<file path="src/cgo_pkg.sv">
// Package for the cavity grid occupancy block: grid sizes, command codes, shared types.
// No dependencies.
package cgo_pkg;
    localparam int CellsX = 16;
    localparam int CellsY = 16;
    localparam int CellsZ = 16;
    localparam int CountWidth = 8;
    localparam int NCells = CellsX * CellsY * CellsZ;
    localparam int CellBits = $clog2(NCells);
    localparam int XBits = (CellsX > 1) ? $clog2(CellsX) : 1;
    localparam int YBits = (CellsY > 1) ? $clog2(CellsY) : 1;
    localparam int ZBits = (CellsZ > 1) ? $clog2(CellsZ) : 1;
    localparam int TotalWidth = 13;
    localparam logic [CountWidth-1:0] CountMax = {CountWidth{1'b1}};

    typedef enum logic [3:0] {
        K_CLEAR   = 4'd0,
        K_ADD     = 4'd1,
        K_REMOVE  = 4'd2,
        K_FILLED  = 4'd3,
        K_FREED   = 4'd4,
        K_SAVE    = 4'd5,
        K_RESTORE = 4'd6,
        K_REBUILD = 4'd7,
        K_QUERY   = 4'd8
    } t_kind;

    // Register indexes on the configuration port.
    localparam logic [2:0] R_BOX_X  = 3'd0;
    localparam logic [2:0] R_BOX_Y  = 3'd1;
    localparam logic [2:0] R_BOX_Z  = 3'd2;
    localparam logic [2:0] R_CELL_X = 3'd3;
    localparam logic [2:0] R_CELL_Y = 3'd4;
    localparam logic [2:0] R_CELL_Z = 3'd5;
    localparam logic [2:0] R_CUTOFF = 3'd6;

    // Commands from controller to datapath.
    typedef struct packed {
        logic       start;     // latch the item, reset the cell counter
        logic       step;      // advance one cell
        logic       pipe_in;   // a cell enters the hit pipeline
        logic       write_en;  // write back the cell at the pipeline end
        logic       finish;    // load the result register
    } t_cmd;

    typedef struct packed {
        logic       last_cell;
    } t_status;
endpackage

</file>
<file path="src/cgo_ctrl.sv">
// Controller for the cavity grid block: request handshake and the cell sweep sequence.
// Depends on cgo_pkg.
module cgo_ctrl (
    input  logic              i_clk,
    input  logic              i_rst_n,
    input  logic              i_in_valid,
    output logic              o_in_ready,
    output logic              o_out_valid,
    input  logic              i_out_ready,
    input  logic              i_init_done,
    input  cgo_pkg::t_status  i_status,
    output cgo_pkg::t_cmd     o_cmd
);
    // Pipeline depth from cell index to write back: three compute stages, the memory
    // read, then the write back stage.
    localparam int Lat = 5;

    typedef enum logic [1:0] {S_IDLE, S_SWEEP, S_DRAIN, S_DONE} t_state;
    t_state r_state, n_state;
    logic [2:0] r_drain, n_drain;
    logic r_out_valid, n_out_valid;
    logic [Lat-1:0] r_pipe, n_pipe;

    assign o_in_ready  = (r_state == S_IDLE) && i_init_done && !r_out_valid;
    assign o_out_valid = r_out_valid;

    always_comb begin
        n_state     = r_state;
        n_drain     = r_drain;
        n_out_valid = r_out_valid;
        o_cmd       = '0;
        if (r_out_valid && i_out_ready) begin
            n_out_valid = 1'b0;
        end
        case (r_state)
            S_IDLE: begin
                if (i_in_valid && o_in_ready) begin
                    o_cmd.start = 1'b1;
                    n_state = S_SWEEP;
                end
            end
            S_SWEEP: begin
                o_cmd.pipe_in = 1'b1;
                o_cmd.step    = 1'b1;
                if (i_status.last_cell) begin
                    n_state = S_DRAIN;
                    n_drain = 3'(Lat);
                end
            end
            S_DRAIN: begin
                n_drain = r_drain - 3'd1;
                if (r_drain == 3'd1) begin
                    n_state = S_DONE;
                end
            end
            S_DONE: begin
                o_cmd.finish = 1'b1;
                n_out_valid  = 1'b1;
                n_state      = S_IDLE;
            end
            default: n_state = S_IDLE;
        endcase
        n_pipe = {r_pipe[Lat-2:0], o_cmd.pipe_in};
        o_cmd.write_en = r_pipe[Lat-1];
    end

    always_ff @(posedge i_clk) begin
        if (!i_rst_n) begin
            r_state     <= S_IDLE;
            r_drain     <= '0;
            r_out_valid <= 1'b0;
            r_pipe      <= '0;
        end else begin
            r_state     <= n_state;
            r_drain     <= n_drain;
            r_out_valid <= n_out_valid;
            r_pipe      <= n_pipe;
        end
    end
endmodule

</file>
<file path="config.mk">
export PLATFORM = sky130hd
export DESIGN_NAME = cgo_ctrl
export DESIGN_NICKNAME = d
export VERILOG_FILES = /design/src/cgo_pkg.sv /design/src/cgo_ctrl.sv
export SDC_FILE = /design/constraint.sdc
export NUM_CORES = 1
export LEC_CHECK = 0
export BUFFER_PORTS_ARGS = -buffer_cell sky130_fd_sc_hd__buf_2
export CAP_MARGIN = 20
export CORE_MARGIN = 10
export CORE_UTILIZATION = 30
export CTS_CLUSTER_DIAMETER = 80
export DETAILED_ROUTE_END_ITERATION = 8
export SLEW_MARGIN = 20
export SYNTH_ARGS = -nofsm -noshare
export SYNTH_HDL_FRONTEND = slang
export SYNTH_SLANG_ARGS = --single-unit
</file>
<file path="constraint.sdc">
create_clock -name i_clk -period 1.4 [get_ports i_clk]
set_clock_uncertainty 0.15 [all_clocks]
set_input_delay 0.42 -clock i_clk [delete_from_list [all_inputs] [get_ports i_clk]]
set_output_delay 0.42 -clock i_clk [all_outputs]
set_load 0.005 [all_outputs]
</file>
; Word level (Yosys, flattened, before mapping)
; Index checks and enable logic that the tools add are counted.
[totals]
regBits = 11
[op_classes]
n_addsub = 1
eq_ne = 7
n_mux = 12
reduce_logical = 10
[op_table]
columns = cell, n
row1 = 2-to-1 mux 2 bit, 4
row2 = case mux 2 bit (4 select lines), 1
row3 = case mux 3 bit (2 select lines), 1
row4 = 2-to-1 mux 1 bit, 5
row5 = equality test 2 bit (second input constant), 2
row6 = logical AND 1 bit, 4
row7 = inequality test 2 bit (second input constant), 2
row8 = nonzero test 2 bit, 2
row9 = equality test 3 x 1 -> 1 bit (second input constant), 1
row10 = 2-to-1 mux 3 bit, 1
row11 = AND reduction 3 bit, 1
row12 = subtractor 3 x 1 -> 3 bit (second input constant), 1
row13 = equality test 2 x 1 -> 1 bit (second input constant), 1
row14 = zero test 2 bit, 1
row15 = inequality test 2 x 1 -> 1 bit (second input constant), 1
row16 = AND reduction 2 bit, 1
row17 = zero test 1 bit, 1

; Longest topological paths before layout
; Gate-level depths: netlist of run 1.
[logic_depth]
depth_word = 6
ltp_mapped = 5
ltp_nobuf = 5

; Worst setup path before layout of run 1
; Ideal clock, no wire load.
[synth_path]
path_kind = flip-flop to output port
from = register r_state[0]
to = output port o_cmd[4] (netlist bit)
t_arrival_ps = 1003
required_ps = 830
path_slack_ps = -173
path_stages_with_launch = 5
n_path_buf = 0
path_cell_list = dfxtp_1 -> inv_1 -> ha_1 -> and3b_1 -> and2_1
[synth_lines]
columns = element, line_no
row1 = "start, declared", cgo_ctrl.sv:19  ; t_state r_state, n_state;
row2 = "start signal, assigned", cgo_ctrl.sv:74  ; r_state <= n_state;
row3 = "end, declared", cgo_ctrl.sv:12  ; output cgo_pkg::t_cmd o_cmd

==> flow_summary.yaml, run 1 <==
worst_setup_path:
  cp_data_required_time_ps: 830
  crit_slowest_cell: "dfxtp_4"
  max_stage_delay_ps: 360
  cp.arrival_ps: 1220
  path_buf_inv: 2
  worstSetupEndpointType: "output port"
  worstSetupPathType: "reg -> out"
  path_cells: "inv_4, ha_4, and3b_1, and2_1, buf_2"
  reg2reg_depth: 6
  worst-path-max-fanout: 3
  start_kind: "flop"
  r2r_start: "r_state[0]"
  r2r-end: "r_state[0]"
  cp_top_family: "flip-flops"
  r2r_slack_ps: -310
clock_network:
  cts_buffers: 3
  cts_tree: "built"
  postCtsHoldBufs: 0
  htree_num_levels: 1
  clkSlewWorstSetupHoldPaths_ps: 60
  clk_latency_ps: 270
  cts.sinks: 11
  cts.path.max_buffers: 2
  cts_root_buf: "clkbuf_4"
drt:
  wl_um: 1264
  wl_per_cell_um: 12.15
  drc: 0
  viasPerCell: 4.212
  via_count: 438
  drt_iter0_drc: 6
  detail-route-antenna-nets: 0
  dr.pass1.iters: 2
placement:
  post-dp-hpwl_um: 899.9
  io_buffer_count: 12
  gp_congestion: 0.7744
  dp_slack_ps: -157.8
  place_inst: 96
power:
  total_leakage_power_nw: 0.3779
  total_power_mw: 1.747
  irDropWorstVdd_mv: 1.220
  p_per_area_nw_per_um2: 2012
logic_synthesis:
  ys.flop_type: "dfxtp_1"
  synth_compound_area_frac: 0.1269
  ys_ff_latch: 11
  synthArstFlopShare: 0
  synth.top_cell.area_share: 0.3851
  synth_area_um2: 571.8
  syn_inst: 56
  synth_simple_gate_area_frac: 0.2013
  synthXorXnorAreaFrac: 0
  yosysWarningCount: 0
  synth_top_family_by_area: "simple AND/OR/NAND/NOR gates"
  synth_top_area_cell: "dfxtp_1"
  synth_fa_ha_area_frac: 0.1532
  synth-edff-count: 0
  avgSynthCellArea_um2: 10.21
  yosysSeqAreaShare: 0.3851
  synth_fp_nets: 69
  synthTopCellsByArea: "dfxtp_1, ha_1, and2_1, a221oi_4, buf_4"
  muxShareOfSynthArea: 0.05470
  ys_types: 22
layout:
  area_growth_syn_to_layout_pct: 51.86
  mostFrequentLayoutCells: "buf_2, dfxtp_1, and2_1"
  final_util: 0.4922
  final.fill_count: 193
  final_cells: 104
  antenna_cells: 0
  final_common_cell: "buf_2"
  finalNetCount: 93
  drive_gt1_frac: 0.5316
timing:
  final_hold_viol_count: 0
  rsz0062_at_grt: "true"
  setup_viol: 10
  clock.fmax_mhz: 559.4
  max-slew-margin-rel: 0.8282
  min_period_over_period: 1.277
  worstMarginPinSlew_ps: 257.7
  drv_slew: 0
  finalWorstSetupSlack_ps: -387.5
  period_minus_slack_ps: 1788
floorplan:
  die_x_um: 63.66
  start_util: 0.3241
  fp.dieH_um: 63.66
  die_area_um2: 4052
  core_area_um2: 1764
  std_cell_rows: 15
  ios: 13
global_routing:
  grt-ovfl-total: 0
  first_global_vias: 500
  grt_max_degree: 14
  grt_usage: 0.06818
  antenna_found_initial: 0
  grt_pass1_wl_um: 2187
outcome:
  violations: "negative setup slack"
  status: "complete, but fails checks"
min_path:
  min_from: "r_pipe[0]"
  hold_path.class: "reg -> reg"
  whs_path_depth: 1
  hold_end: "r_pipe[1]"
job:
  drv_cap: 0
==> what timing repair did <==
item,in CTS,in global routing
pin swaps,2,2
setup buffers,5,0
endpoints found under the setup margin,10,10
resized for setup,6,8
==> how the worst max path moves through the flow <==
stage / from / to / slack (ps) / depth (start not counted)
6_report: r_state[0] / o_cmd[4] / -390 / 5
5_1_grt: r_state[1] / o_cmd[4] / -450 / 5
4_1_cts: r_state[0] / o_cmd[4] / -410 / 5
3_5_place_dp: r_state[0] / o_cmd[4] / -160 / 5
3_3_place_gp: r_state[0] / o_cmd[4] / -140 / 5
2_1_floorplan: r_state[1] / o_cmd[4] / -70 / 4
==> synth_stat cells, drive strengths merged (2+ instances only) <==
cell type  count
and2           7
buf            3
dfxtp         11
ha             7
inv            5
mux2i          2
nand2          4
o21ai          3
or2            2
==> power by group <==
group          switching, mW  internal [mW]
Combinational          0.451          0.626
Sequential            0.0507          0.403
Clock                  0.106          0.110
==> cell type report <==
class                      instances  area [um^2]  share of cell area
timing repair buffer              23        182.7              0.2104
clock buffer                       4        26.28             0.03026
multi-input combinational         36        376.6              0.4337
sequential                        11        227.7              0.2622
inverter                           5        23.77             0.02738
tap                               25        31.28             0.03602
==> flip-flops by register name, indices dropped and copies added, names as in the netlist <==
signal / cells
o_out_valid: 1
r_state: 2
r_pipe: 5
r_drain: 3
==> routing by layer <==
| layer | wire length [um] | part of all wire | vias up | GRT usage |
|---|---|---|---|---|
| met1 | 434 | 0.34 | 201 | 0.06102 |
| met5 | 0 | 0 | - | 0 |
| met4 | 23 | 0.018 | 0 | 0.03279 |
| met2 | 746 | 0.59 | 7 | 0.1281 |
| met3 | 59 | 0.047 | 2 | 0.02827 |
| li1 | - | - | 228 | - |
==> worst reg2reg max path, stage by stage (launching register included) <==
cell and delay (ps):
dfxtp_4 350, buf_4 160, ha_4 170, buf_6 110, and2b_2 230, a221oi_4 240
mux2i_1 230
==> through the flow <==
| step | TNS [ps] | area [um^2] | hold WS, ps |
|---|---|---|---|
| finish | -2830 | 868.3 | 282.2 |
| global route | -3305 | 868.3 | 309.5 |
| CTS | -3009 | 835.8 | 287.9 |
| detailed placement | -489.3 | 743.2 | 271.1 |
| global placement | -431.1 | 743.2 | 263.7 |
| floorplan | -150.6 | 625.6 | 261.9 |
==> cells by family (layout without fill, tap and decap cells) <==
group,Yosys count,in the layout
adders and majority gates,7,7
muxes,3,3
and+or+nand+nor,18,18
DFF,11,11
buffers and inverters,9,32
AOI/OAI and AO/OA,8,8
Note: power is estimated with default switching activity, not from simulation.
==> inputs of run 2 (changes only) <==
--- a/config.mk
+++ b/config.mk
@@ -9,6 +9,7 @@
 export CAP_MARGIN = 20
 export CORE_MARGIN = 10
 export CORE_UTILIZATION = 30
+export CTS_BUF_LIST = sky130_fd_sc_hd__clkbuf_4 sky130_fd_sc_hd__clkbuf_8
 export CTS_CLUSTER_DIAMETER = 80
 export DETAILED_ROUTE_END_ITERATION = 8
 export SLEW_MARGIN = 20
==> constraint.sdc (replaced) <==
create_clock -name i_clk -period 1.4 [get_ports i_clk]
set_clock_uncertainty 0.15 [all_clocks]
set_input_delay 0.28 -clock i_clk [delete_from_list [all_inputs] [get_ports i_clk]]
set_output_delay 0.28 -clock i_clk [all_outputs]
set_load 0.005 [all_outputs]
==> flow_summary.yaml, run 2 (synthesis results as in run 1) <==
outcome:
  status: "complete, but fails checks"
  violations: "negative setup slack"
worst_setup_path:
  r2r_start: "r_state[1]"
  r2r_slack_ps: -250
  r2r-end: "r_state[0]"
  cp.arrival_ps: 1240
  worstSetupPathType: "reg -> out"
  reg2reg_depth: 6
  worstSetupEndpointType: "output port"
  worst-path-max-fanout: 3
  critPathLaunch: "r_state[1]"
  cp_data_required_time_ps: 970
  crit_end: "o_cmd[4]"
  start_kind: "flop"
clock_network:
  cts.sinks: 11
  cts_root_buf: "clkbuf_4"
  postCtsHoldBufs: 0
  cts_buffers: 3
  clkSlewWorstSetupHoldPaths_ps: 80
  cts.path.max_buffers: 2
  htree_num_levels: 1
  cts_tree: "built"
  clk_latency_ps: 270
timing:
  finalWorstSetupSlack_ps: -275.0
  setup_viol: 10
  rsz0062_at_grt: "true"
  worstMarginPinSlew_ps: 267.2
  max-slew-margin-rel: 0.8219
  final_hold_viol_count: 0
  min_period_over_period: 1.196
  drv_slew: 0
  period_minus_slack_ps: 1675
  clock.fmax_mhz: 597.0
drt:
  viasPerCell: 4.221
  wl_um: 1324
  wl_per_cell_um: 12.73
  drc: 0
  drt_iter0_drc: 2
  via_count: 439
  wl_met3_um: 41
  dr.pass1.iters: 3
  top_layer: "met4"
  wl_met2_um: 783
  detail-route-antenna-nets: 0
  wl_met1_um: 470
floorplan:
  start_util: 0.3241
  die_x_um: 63.66
  core_area_um2: 1764
  std_cell_rows: 15
  ios: 13
  die_area_um2: 4052
  fp.dieH_um: 63.66
job:
  drv_cap: 0
layout:
  antenna_cells: 0
  finish.instance_area_um2: 874.6
  mostFrequentLayoutCells: "buf_2, dfxtp_1, and2_1, buf_6, buf_4"
  largest_registers: "r_pipe: 5 flops, r_drain: 3 flops, r_state: 2 flops"
  drive_gt1_frac: 0.5316
  regMostFlops: "r_pipe"
  finalNetCount: 93
  area_growth_syn_to_layout_pct: 52.95
  largest_reg_flops: 5
global_routing:
  grt_max_degree: 14
  antenna_found_initial: 0
  grt_usage: 0.07029
  grt_pass1_wl_um: 2263
  grt-ovfl-total: 0
  first_global_vias: 469
power:
  p_per_area_nw_per_um2: 2031
  total_power_mw: 1.776
  total_leakage_power_nw: 0.3779
  irDropWorstVdd_mv: 0.9414
min_path:
  hold_path.class: "in -> reg"
placement:
  gp_congestion: 0.6889
  io_buffer_count: 12
  place_area_um2: 734.5
  post-dp-hpwl_um: 953.6
[run 2: cell count changes in the layout (fill, tap and decap cells not counted)]
cell	previous run	this run
a21oi_2	1	0
clkbuf_4	3	4
buf_6	6	7
buf_2	10	9
a21oi_1	0	1
clkbuf_1	1	0
[run 2: worst min path at each step]
stage | start | endpoint | depth (start not counted)
6_report | i_rst_n | r_drain[2] | 3
5_1_grt | i_out_ready | o_out_valid | 3
4_1_cts | i_out_ready | o_out_valid | 3
3_5_place_dp | r_pipe[0] | r_pipe[1] | 1
3_3_place_gp | r_pipe[0] | r_pipe[1] | 1
2_1_floorplan | r_pipe[0] | r_pipe[1] | 1
[run 2: worst max-delay path, stage by stage (launching register included)]
cell     delay, ps
dfxtp_4        380
inv_4           50
ha_4           140
and3b_1        160
and2_1         130
buf_2          120
[run 2: what timing repair did]
action,4_1_cts,5_1_grt
hold endpoints to repair,0,0
setup endpoints to repair,9,10
gates resized for setup,16,3
pin swaps,3,2
buffers inserted,2,2
[run 2: area by class of cell]
type,instances,area (um^2)
clock buffers,4,30.03
flip-flops and latches,11,227.7
fillers,175,889.6
repair buffers,23,188.9
multi-input cells,36,372.9
well taps,25,31.28
inverters,5,23.77
[run 2: power breakdown]
part	internal (mW)	total, mW	switching (mW)
Combinational	0.638	1.07	0.435
Clock	0.129	0.237	0.108
Sequential	0.404	0.466	0.0625
[run 2: through the flow]
step | TNS (ps) | utilization | worst slack, ps | cells | hold slack, ps
finish | -2050 | 0.4957 | -275.0 | 104 | 185.1
global route | -2555 | 0.4957 | -335.4 | 104 | 195.2
CTS | -1982 | 0.4794 | -295.3 | 102 | 157.2
detailed placement | -473.8 | 0.4163 | -139.6 | 96 | 273.5
global placement | -349.9 | 0.4163 | -109.8 | 96 | 263.6
floorplan | -160.3 | - | -59.99 | 56 | 261.9
[run 2: routing by layer]
metal | global-route usage | up-vias
met2 | 0.1457 | 7
met4 | 0.04098 | 0
met3 | 0.01237 | 2
li1 | - | 226
met1 | 0.05900 | 204
met5 | 0 | -
==> inputs of run 3 (changes only) <==
==> constraint.sdc (replaced) <==
create_clock -name i_clk -period 1.6 [get_ports i_clk]
set_clock_uncertainty 0.15 [all_clocks]
set_input_delay 0.32 -clock i_clk [delete_from_list [all_inputs] [get_ports i_clk]]
set_output_delay 0.32 -clock i_clk [all_outputs]
set_load 0.005 [all_outputs]
==> flow_summary.yaml, run 3 (synthesis results as in run 1) <==
power:
  irDropWorstVdd_mv: 0.6954
  p_per_area_nw_per_um2: 1696
  total_leakage_power_nw: 0.3524
layout:
  multi_input_area_um2: 336.6
  largest_registers: "r_pipe: 5 flops, r_drain: 3 flops, r_state: 2 flops"
  drive_gt1_frac: 0.4872
  finish.instance_area_um2: 777.0
  finalNetCount: 92
  seq_area_um2: 222.7
  regMostFlops: "r_pipe"
  final.fill_count: 190
  mostFrequentLayoutCells: "buf_2, buf_4, dfxtp_1"
  largest_reg_flops: 5
  antenna_cells: 0
  area_growth_syn_to_layout_pct: 35.89
  final_common_cell: "buf_2"
worst_setup_path:
  max_stage_delay_ps: 350
  worst-path-max-fanout: 3
  worstSetupEndpointType: "output port"
  cp_data_required_time_ps: 1130
  r2r-end: "r_drain[0]"
  start_kind: "flop"
  reg2reg_depth: 5
  worstSetupPathType: "reg -> out"
  path_cells: "inv_4, ha_4, and3b_1, and2_1, buf_2"
  cp.arrival_ps: 1220
  crit_slowest_cell: "dfxtp_2"
  r2r_slack_ps: -10
  r2r_start: "r_state[0]"
drt:
  top_layer: "met4"
  wl_met2_um: 581
  wl_per_cell_um: 10.93
  detail-route-antenna-nets: 0
  wl_met1_um: 469
  viasPerCell: 4.184
  wl_um: 1126
  via_count: 431
  drt_iter0_drc: 2
  dr.pass1.iters: 4
  wl_met3_um: 50
  drc: 0
clock_network:
  cts_buffers: 3
  cts.path.max_buffers: 2
  clkSlewWorstSetupHoldPaths_ps: 70
  cts_root_buf: "clkbuf_4"
  postCtsHoldBufs: 0
  cts_tree: "built"
  htree_num_levels: 1
  cts.sinks: 11
  clk_latency_ps: 280
placement:
  place_area_um2: 674.4
  io_buffer_count: 12
  post-dp-hpwl_um: 804
  gp_congestion: 0.7092
timing:
  hold_ws_ps: 198.4
  final_hold_viol_count: 0
  clock.fmax_mhz: 591.3
  finalWorstSetupSlack_ps: -91.23
  worstMarginPinSlew_ps: 260.7
  setup_viol: 5
  drv_slew: 0
  rsz0062_at_grt: "true"
  min_period_over_period: 1.057
  max-slew-margin-rel: 0.8262
  period_minus_slack_ps: 1691
global_routing:
  grt-ovfl-total: 0
  grt_max_degree: 14
  grt_pass1_wl_um: 2001
  first_global_vias: 480
  antenna_found_initial: 0
  grt_usage: 0.06292
floorplan:
  core_area_um2: 1764
  fp.dieH_um: 63.66
  std_cell_rows: 15
  ios: 13
  start_util: 0.3241
  die_x_um: 63.66
  die_area_um2: 4052
min_path:
  hold_path.class: "in -> reg"
  whs_path_depth: 3
  min_from: "i_out_ready"
  hold_end: "o_out_valid"
outcome:
  status: "complete, but fails checks"
  violations: "negative setup slack"
job:
  drv_cap: 0
-- run 3: cell types whose count changed in the layout (fill, tap and decap cells not counted), moves of 2 or more --
cell and change:
buf_4 +4, o21ai_0 +2, buf_2 +3, dfxtp_4 -2, ha_2 +2, buf_6 -7, dfxtp_2 +2, ha_4 -2
-- run 3: area by class of cell --
class                      instances  share of cell area
tap                               25             0.04026
clock buffer                       4             0.03865
sequential                        11              0.2866
inverter                           5             0.02738
multi-input combinational         36              0.4332
timing repair buffer              22              0.1739
-- run 3: how the worst max path moves through the flow --
stage                from    endpoint  slack [ps]  depth (start not counted)
3_3_place_gp   r_state[1]  r_drain[0]          20                          5
4_1_cts        r_state[1]    o_cmd[4]        -120                          5
5_1_grt        r_state[1]    o_cmd[4]        -150                          5
3_5_place_dp   r_state[0]  r_state[0]          -3                          5
6_report       r_state[1]    o_cmd[4]         -90                          5
2_1_floorplan  r_state[1]  r_drain[0]          40                          5
-- run 3: through the flow --
| stage | setup WS, ps | utilization | TNS (ps) | power [mW] | instances |
|---|---|---|---|---|---|
| 2_1_floorplan | 43.46 | - | 0 | 0.7985 | 56 |
| 3_5_place_dp | -3.304 | 0.3823 | -3.304 | 0.9789 | 94 |
| 5_1_grt | -150.3 | 0.4404 | -716.6 | 1.448 | 103 |
| 4_1_cts | -116.8 | 0.4333 | -390.2 | 1.307 | 102 |
| 6_report | -91.23 | 0.4404 | -270.0 | 1.318 | 103 |
| 3_3_place_gp | 18.09 | 0.3823 | 0 | 0.9693 | 94 |
-- run 3: where the power goes --
group          total, mW  leakage, nW  internal, mW  switching [mW]
clock network      0.208       0.0184         0.114          0.0943
logic              0.726        0.244         0.407           0.319
registers          0.383       0.0903         0.345          0.0389
total               1.32        0.352         0.866           0.452
-- run 3: layer usage --
metal  vias up  global-route usage
li1        225                   -
met1       195             0.05923
met2         7              0.1043
met3         4             0.03357
met4         0             0.04098
met5         -                   0
-- run 3: critical path, delay by kind of cell (launching register included) --
family / cells / cell delay, ps
flip-flops: 1 / 350
buffers and inverters: 2 / 170
adder cells (fa/ha/maj): 1 / 150
AND/OR/NAND/NOR: 2 / 280
-- run 3: repair_timing --
item	CTS	global route
gates resized for setup	9	2
pin swaps	4	2
endpoints found under the setup margin	7	8
setup buffers	4	1
